[src/sv/sdm_pkg.sv]
`default_nettype none
// -----------------------------------------------------------------------------
// sdm_pkg
// Shared types, constants and helpers of the scene distance engine.
// -----------------------------------------------------------------------------
package sdm_pkg;

   localparam int MAX_OBJECTS = 64;
   localparam int OBJ_IDX_W   = $clog2(MAX_OBJECTS);
   localparam int COUNT_W     = 7;
   localparam int DIST_W      = 31;

   localparam logic [DIST_W-1:0] RENDER_RESET = 31'd6553600;
   localparam logic signed [31:0] SAT31_POS   = 32'sh7fffffff;
   localparam logic signed [31:0] SAT31_NEG   = -32'sh7fffffff;

   // item operation codes
   localparam logic OP_LOAD  = 1'b0;
   localparam logic OP_QUERY = 1'b1;

   // object kinds
   localparam logic [1:0] KIND_SPHERE   = 2'd0;
   localparam logic [1:0] KIND_CYLINDER = 2'd1;
   localparam logic [1:0] KIND_PLANE    = 2'd2;

   // csr register indexes
   localparam logic CSR_OBJECT_COUNT    = 1'b0;
   localparam logic CSR_RENDER_DISTANCE = 1'b1;

   typedef struct packed {
      logic              operation;
      logic [5:0]        slot;
      logic [1:0]        kind;
      logic signed [31:0] pos_x;
      logic signed [31:0] pos_y;
      logic signed [31:0] pos_z;
      logic signed [15:0] axis_x;
      logic signed [15:0] axis_y;
      logic signed [15:0] axis_z;
      logic [30:0]       radius;
      logic [30:0]       height;
   } item_type;

   typedef struct packed {
      logic [1:0]         kind;
      logic signed [31:0] cx;
      logic signed [31:0] cy;
      logic signed [31:0] cz;
      logic signed [15:0] ax;
      logic signed [15:0] ay;
      logic signed [15:0] az;
      logic [30:0]        radius;
      logic [30:0]        height;
   } object_type;

   typedef enum logic [3:0] {
      ST_IDLE,
      ST_NEXT,
      ST_READ,
      ST_DIFF,
      ST_MAC,
      ST_ACC_DONE,
      ST_OFFSET,
      ST_SQRT,
      ST_CMP,
      ST_DONE
   } back_state_type;

   // saturate a signed value to +-(2^31-1)
   function automatic logic signed [31:0] sat31(input logic signed [39:0] v);
      logic signed [31:0] r;
      if (v > 40'sh007fffffff) r = SAT31_POS;
      else if (v < -40'sh007fffffff) r = SAT31_NEG;
      else r = v[31:0];
      return r;
   endfunction

endpackage
`default_nettype wire

[src/sv/sdm_front.sv]
`default_nettype none
// -----------------------------------------------------------------------------
// sdm_front
// Input side: takes request beats into a two-entry queue for the back end.
// -----------------------------------------------------------------------------
module sdm_front import sdm_pkg::*; (
   input  wire logic     clock,
   input  wire logic     reset,
   input  wire logic     req_tvalid,
   output logic          req_tready,
   input  wire item_type req_item,
   output logic          item_valid,
   output item_type      item,
   input  wire logic     item_pop
);

   item_type   entry_ff [2];
   logic       wr_ptr_ff, wr_ptr_in;
   logic       rd_ptr_ff, rd_ptr_in;
   logic [1:0] fill_ff, fill_in;
   logic       push;

   assign req_tready = (fill_ff != 2'd2);
   assign push       = req_tvalid && req_tready;
   assign item_valid = (fill_ff != 2'd0);
   assign item       = entry_ff[rd_ptr_ff];

   // pointer and fill bookkeeping
   always_comb begin
      wr_ptr_in = push ? ~wr_ptr_ff : wr_ptr_ff;
      rd_ptr_in = item_pop ? ~rd_ptr_ff : rd_ptr_ff;
      fill_in   = fill_ff + {1'b0, push} - {1'b0, item_pop};
   end

   always_ff @(posedge clock) begin
      if (reset) begin
         wr_ptr_ff <= 1'b0;
         rd_ptr_ff <= 1'b0;
         fill_ff   <= 2'd0;
      end else begin
         wr_ptr_ff <= wr_ptr_in;
         rd_ptr_ff <= rd_ptr_in;
         fill_ff   <= fill_in;
      end
   end

   // queue storage
   always_ff @(posedge clock) begin
      if (push) begin
         entry_ff[wr_ptr_ff] <= req_item;
      end
   end

endmodule
`default_nettype wire

[config.mk]
export PLATFORM = sky130hd
export DESIGN_NAME = sdm_front
export DESIGN_NICKNAME = d
export VERILOG_FILES = /design/src/sv/sdm_pkg.sv /design/src/sv/sdm_front.sv
export SDC_FILE = /design/constraint.sdc
export NUM_CORES = 1
export LEC_CHECK = 0
export BUFFER_PORTS_ARGS = -buffer_cell sky130_fd_sc_hd__buf_2
export CAP_MARGIN = 5
export CORE_UTILIZATION = 30
export CTS_BUF_LIST = sky130_fd_sc_hd__clkbuf_16
export DETAILED_ROUTE_END_ITERATION = 12
export PLACE_DENSITY_LB_ADDON = 0.15
export RECOVER_POWER = 100
export SYNTH_ARGS = -nofsm -noshare
export SYNTH_HDL_FRONTEND = slang
export SYNTH_SLANG_ARGS = --single-unit
export TNS_END_PERCENT = 10
[constraint.sdc]
create_clock -name clock -period 10 [get_ports clock]
set_input_delay 2.5 -clock clock [delete_from_list [all_inputs] [get_ports clock]]
set_output_delay 2.5 -clock clock [all_outputs]
set_load 0.01 [all_outputs]
# ---- After elaboration in Yosys (flattened, before gate mapping)
# Memory sizes are Yosys's and may differ from the RTL's. A register that Yosys moved wholly into a read port is not among the register bits.
# Index checks and enable logic that the tools add are counted.
# W data, S select, Z words.
dict set report word_totals {
  register_bits 4
  latchBits 0
  ram_bits 430
  mem_bits_ro 0
  elab_cells 15
  n_memories 1
}
dict set report op_classes {
  n_addsub 2
  multipliers 0
  div 0
  order_cmp 0
  n_eq_ne 1
  shift 0
  muxes 4
  n_bitwise 2
  n_reduce_logical 2
}
# name words width rd rd_clocked_by_memory_dff write_ports line_no
set mem_list {}
lappend mem_list {entry_ff 2 215 1 1 1 sdm_front.sv:17} ;# item_type entry_ff [2];
# cell count
set ops {}
lappend ops {{$mux W1} 4}
lappend ops {{$add A2 B1 Y2} 1}
lappend ops {{$ne A2 B2 Y1 const B} 1}
lappend ops {{$not A1 Y1} 2}
lappend ops {{$reduce_bool A2 Y1} 1}
lappend ops {{$sub A2 B1 Y2} 1}
lappend ops {{$logic_and A1 B1 Y1} 1}

# ---- Depth between registers and ports, before layout
# Gate-level depths: netlist of the first run.
dict set report logic_depth {
  depth_word 4
  ltp_mapped 7
}

# ---- Worst setup path after synthesis of the first run
# OpenSTA, ideal clock, no wires.
dict set report synth_path {
  path_type {input to register}
  start {input req_tvalid}
  end {memory entry_ff[1][0] in the netlist's numbering (enable)}
  arrival_ns 7.457
  t_required_ns 9.397
  path_slack_ns 1.939
  path_stages 1
  path_buffers 0
  path_cell_list {and3_1}
}
dict set report synth_via {
  elab_chain_cells 3
}
# item line_no
set synth_lines {}
lappend synth_lines {{from (decl)} sdm_front.sv:9} ;# input wire logic req_tvalid,
lappend synth_lines {{$logic_and A1 B1 Y1} sdm_front.sv:24} ;# assign push = req_tvalid && req_tready;
lappend synth_lines {{$mux W1} sdm_front.sv:49} ;# if (push) begin
lappend synth_lines {{$mux W1 (not written as such)} sdm_front.sv:50} ;# entry_ff[wr_ptr_ff] <= req_item;
lappend synth_lines {{to (decl)} sdm_front.sv:17}
# No other way between the ends.

==> out/metrics.yaml, run 1 <==
run_status:
  outcome: "finished, violations left"
  failed_checks: "capacitance limit, slew limit"
placed_design:
  place_area_mm2: 0.0193
  place_congestion: 0.753
  numPortBuffers: 435
  hpwl_mm: 24.4
yosys:
  ys_types: 23
  syn-cell-area_mm2: 0.0164
  avgSynthCellArea_um2: 23.5
  syn-instance-count: 698
  synth_top_cell_area_share: 0.788
  ys_seq_area_frac: 0.794
  ys_ff_latch: 435
  syn-num-nets: 918
  synth_simple_gate_area_frac: 0.00481
  synth_top_family_by_area: "multiplexers"
  synthTopCellsByArea: "edfxtp_1 79%, mux2_4 14%, mux2_2 4.5%"
  synth.largest_area_cell: "edfxtp_1"
  synth_compound_area_frac: 0.00191
  synth-adder-area-share: 0.000764
  synth_xor_area_frac: 0.00107
  synth-warning-count: 0
  post_synth_mux_area_share: 0.182
clock_network:
  hold_buffers: 0
  cts_root_buffer: "clkbuf_16"
  cts_buffer_depth: 3
  clock-sinks: 435
  cts_buffers: 49
  cts.htree.levels: 2
  post-cts-setup-buffer-count: 0
  post_cts_resized: 0
  cts_tree: "yes"
  clk_latency_ns: 0.57
  path_clk_slew_ns: 0.06
grt:
  track_usage: 0.128
  overflow: 0
  grt_max_degree: 160
  grt_pass1_wl_mm: 53.3
  antenna_found_initial: 7
  grt_pass1_vias: 8342
power_and_ir_drop:
  p_leak_nw: 7.07
  vdd_drop_max_v: 0.000140
  pwr_density_cell_mw_per_mm2: 219
  switching_share: 0.234
  seq_power_share: 0.509
  combinationalPowerShare: 0.114
  clockPowerShare: 0.377
  p_int_mw: 3.36
  switchingPower_mw: 1.03
die:
  io-pin-count: 436
  core_mm2: 0.0539
  die_w_um: 236
  std_cell_rows: 85
  start_util: 0.304
  fp.dieH_um: 236
  die-area_mm2: 0.0555
setup_path:
  cp.required_ns: 7.50
  rrSetupSlack_ns: 5.17
  path_class: "flip-flop to output port"
  cp-start-kind: "flip-flop"
  r2r-start: "fill_ff[0]"
  arrival_ns: 4.44
  endpoint_kind: "output port"
  cp_max_fo: 57
  r2r-end: "entry_ff[0][93]"
  reg2reg_depth: 4
detailed_routing:
  route.met2.wl_mm: 19.3
  vias: 8059
  wl_met3_mm: 2.26
  wire_per_inst_um: 19.4
  first_pass_iters: 4
  drt-total-wl_mm: 36.9
  wl_met1_mm: 14.4
  drc: 0
  antenna_left: 0
  dr.first_iter.drc_count: 355
  via_per_inst: 4.23
  top_layer: "met5"
final_layout:
  areaGrowthSynthToFinish_pct: 22.3
  final_cell_mix: "430 x edfxtp_1, 275 x buf_2, 161 x clkbuf_1"
  drive_gt1_frac: 0.345
  nFillCells: 5212
  final_common_cell: "edfxtp_1"
  nets: 1387
  final_cell_area_mm2: 0.0200
  finalCoreUtilization: 0.371
timing:
  max_slew.worst_pin.slew_ns: 3.92
  slew_viol_final: 281
  fin_crit_sh: 0.694
  max_slew_margin: -1.61
  rsz0062_at_grt: "no"
  finalHoldViolations: 0
  setup_viol: 0
  fin_skew_ns: 0.0212
  finalCriticalPeriod_ns: 6.94
  max_freq_mhz: 144
  tns_ns: 0
min_path:
  min_from: "rd_ptr_ff"
  worstHoldPathCells: 2
  hp-class: "flip-flop to flip-flop"
run:
  drv_cap: 5
state kept, by name (all words and copies together), names as in the netlist, named ones only:
| signal | cells |
|---|---|
| fill_ff | 2 |
| rd_ptr_ff | 1 |
| entry_ff | 430 |
| wr_ptr_ff | 1 |
Yosys cell counts:
master	n
a21bo_2	1
xnor2_1	2
edfxtp_1	430
ha_1	1
inv_1	4
nor2_1	3
nand2b_1	1
buf_2	7
or4b_1	1
mux2_4	150
mux2_2	65
dfxtp_1	5
a21boi_1	1
or2_2	1
and3_1	1
nor2b_1	1
nand3b_1	1
nand4_1	2
a21oi_1	1
buf_6	17
nand4b_1	1
a2111oi_0	1
nand2_1	1
logic make-up (layout without fill, tap and decap cells):
logic type                 count (synthesis)  count (layout)
AOI/OAI and AO/OA                          4               4
other                                      0               4
muxes                                    215             215
DFF                                      435             435
xor gates and xnor gates                   2               2
adders and majority gates                  1               1
and+or+nand+nor                           13              13
buffers and inverters                     28             535
power groups by stage:
stage / logic, mW / clock network [mW] / registers (mW)
6_report: 0.500 / 1.65 / 2.23
3_3_place_gp: 0.602 / 0 / 2.27
5_1_grt: 0.544 / 1.77 / 2.25
2_1_floorplan: 0.367 / 0 / 2.28
4_1_cts: 0.606 / 1.71 / 2.23
3_5_place_dp: 0.604 / 0 / 2.27
critical path: stages, from the launching register on:
cell      delay (ns)
dfxtp_1         1.79
clkbuf_2        1.42
mux2_2          0.46
clkbuf_1        0.13
layout make-up:
type | instances | area [um2] | area share
flip-flops and latches | 435 | 13000 | 0.650
multi-input cells | 235 | 2580 | 0.129
repair buffers | 442 | 2030 | 0.101
clock buffers | 51 | 1280 | 0.0637
well taps | 696 | 871 | 0.0435
clock inverters | 38 | 220 | 0.0110
inverters | 4 | 22.5 | 0.00112
diodes | 4 | 10.0 | 0.000500
metrics by stage:
stage | power [mW] | hold WS, ns | worst slack, ns | instances
finish | 4.38 | 0.507 | 3.06 | 1905
CTS | 4.55 | 0.512 | 3.98 | 1901
global placement | 2.87 | 0.496 | 4.68 | 1812
floorplan | 2.65 | 0.480 | 1.94 | 698
global route | 4.57 | 0.534 | 2.57 | 1903
detailed placement | 2.88 | 0.498 | 4.62 | 1812
layer usage:
layer	global-route usage	vias to the layer above
met5	0	-
met2	0.226	217
met1	0.145	4007
met4	0.0519	8
met3	0.0385	72
li1	-	3755
worst max path at each step:
stage                     startpoint              to
after floorplan           req_tvalid  entry_ff[1][0]
after global placement     flip-flop       item[168]
after detailed placement   flip-flop        item[80]
after CTS                  flip-flop        item[80]
after global routing       flip-flop         item[1]
final                      flip-flop        item[53]
Power figures use the tool's default switching activity.
==> inputs of run 2 (changes only) <==
- clock period: 10 -> 5.9 ns (I/O delays scaled with it)
==> run 2 against run 1 <==
  * The flow still finishes with violations (capacitance limit, slew limit)
  * Cell count is the same
  * Sequential share of layout area shrank 0.17 points
  * First-iteration DRC count shrank 11%
  * Count of clock-buffer cells in the layout is the same
  * Largest cell class unchanged
==> out/metrics.yaml, run 2 (same netlist as run 1, synthesis figures left out) <==
placed_design:
  place_congestion: 0.757
  numPortBuffers: 435
  hpwl_mm: 24.2
  place_area_mm2: 0.0194
timing:
  finalCriticalPeriod_ns: 4.58
  setup_viol: 0
  max_slew.worst_pin.slew_ns: 3.72
  max_freq_mhz: 219
  finalHoldViolations: 0
  max_slew_margin: -1.48
  tns_ns: 0
  fin_crit_sh: 0.776
  slew_viol_final: 320
  fin_skew_ns: 0.0102
  rsz0062_at_grt: "no"
grt:
  grt_pass1_vias: 8577
  grt_pass1_wl_mm: 54.0
  grt_max_degree: 131
  antenna_found_initial: 6
  overflow: 0
  track_usage: 0.131
run_status:
  failed_checks: "capacitance limit, slew limit"
  outcome: "finished, violations left"
die:
  die-area_mm2: 0.0555
  start_util: 0.304
  core_mm2: 0.0539
  io-pin-count: 436
  std_cell_rows: 85
  fp.dieH_um: 236
  die_w_um: 236
setup_path:
  crit_start: "req_tvalid"
  rrSetupSlack_ns: 1.84
  r2r-end: "entry_ff[0][38]"
  reg2reg_depth: 4
  r2r-start: "fill_ff[1]"
  arrival_ns: 4.67
  endpoint_kind: "flip-flop"
  cp.required_ns: 5.99
  path_class: "input port to flip-flop"
  cp_max_fo: 130
  cp-start-kind: "input port"
clock_network:
  post-cts-setup-buffer-count: 0
  cts_buffer_depth: 3
  path_clk_slew_ns: 0.06
  cts_root_buffer: "clkbuf_16"
  clk_latency_ns: 0.57
  post_cts_resized: 0
  cts_buffers: 49
  hold_buffers: 0
  cts_tree: "yes"
  clock-sinks: 435
  cts.htree.levels: 2
min_path:
  worstHoldPathCells: 2
  hp-class: "flip-flop to flip-flop"
  min_from: "rd_ptr_ff"
  holdPathEnd: "rd_ptr_ff"
detailed_routing:
  antenna_left: 0
  first_pass_iters: 4
  dr.first_iter.drc_count: 317
  wire_per_inst_um: 19.4
  drt-total-wl_mm: 37.0
  via_per_inst: 4.29
  vias: 8169
  drc: 0
power_and_ir_drop:
  pwr_density_cell_mw_per_mm2: 373
  vdd_drop_max_v: 0.000199
  p_total_mw: 7.49
  p_leak_nw: 7.11
final_layout:
  drive_gt1_frac: 0.347
  final_cell_area_mm2: 0.0201
  final_common_cell: "edfxtp_1"
  largest_reg_flops: 430
  nets: 1390
  reg_top3: "entry_ff: 430 flops, fill_ff: 2 flops"
  finalCoreUtilization: 0.372
  areaGrowthSynthToFinish_pct: 22.6
  top_register: "entry_ff"
  final_cell_mix: "430 x edfxtp_1, 273 x buf_2, 162 x clkbuf_1"
run:
  drv_cap: 3
## run 2: cell types whose count changed in the layout (fill, tap and decap cells not counted), sizes merged
cell | previous run | this run
clkinv | 22 | 15
inv | 17 | 21
clkbuf | 213 | 216
bufinv | 2 | 3
diode | 4 | 3
## run 2: area by class of cell
cell class,count,area (um2)
clock buffers,51,1280
clock inverters,36,225
multi-input cells,235,2590
fillers,5224,33800
well taps,696,871
repair buffers,445,2080
diodes,3,7.51
inverters,4,18.8
flip-flops and latches,435,13000
## run 2: report_power, final
group	total (mW)	switching, mW	internal [mW]
combinational	0.844	0.509	0.335
sequential	3.80	0.0697	3.73
clock	2.85	1.17	1.67
## run 2: critical path, cell delays in order
cell and delay, ns:
clkbuf_1 0.23, and3_1 0.24, clkbuf_2 2.56
## run 2: stage by stage
step | instances | hold slack, ns | setup slack, ns
after floorplan | 698 | 0.480 | -0.391
after global placement | 1815 | 0.496 | 2.37
after detailed placement | 1815 | 0.509 | 2.36
after CTS | 1902 | 0.522 | 1.73
after global routing | 1904 | 0.572 | 0.869
final | 1905 | 0.520 | 1.32
## run 2: worst max path at each step
| stage | to | slack [ns] |
|---|---|---|
| 4_1_cts | item[106] | 1.73 |
| 5_1_grt | entry_ff[0][38] | 0.87 |
| 3_5_place_dp | item[106] | 2.36 |
| 6_report | entry_ff[1][134] | 1.32 |
| 3_3_place_gp | item[106] | 2.37 |
| 2_1_floorplan | entry_ff[0][0] | -0.39 |
## run 2: layer usage
metal | part of all wire | GRT usage | vias to the layer above
met1 | 0.41 | 0.153 | 4109
li1 | - | - | 3739
met2 | 0.50 | 0.224 | 249
met5 | 0.0011 | 0 | -
met4 | 0.020 | 0.0463 | 6
met3 | 0.067 | 0.0423 | 66
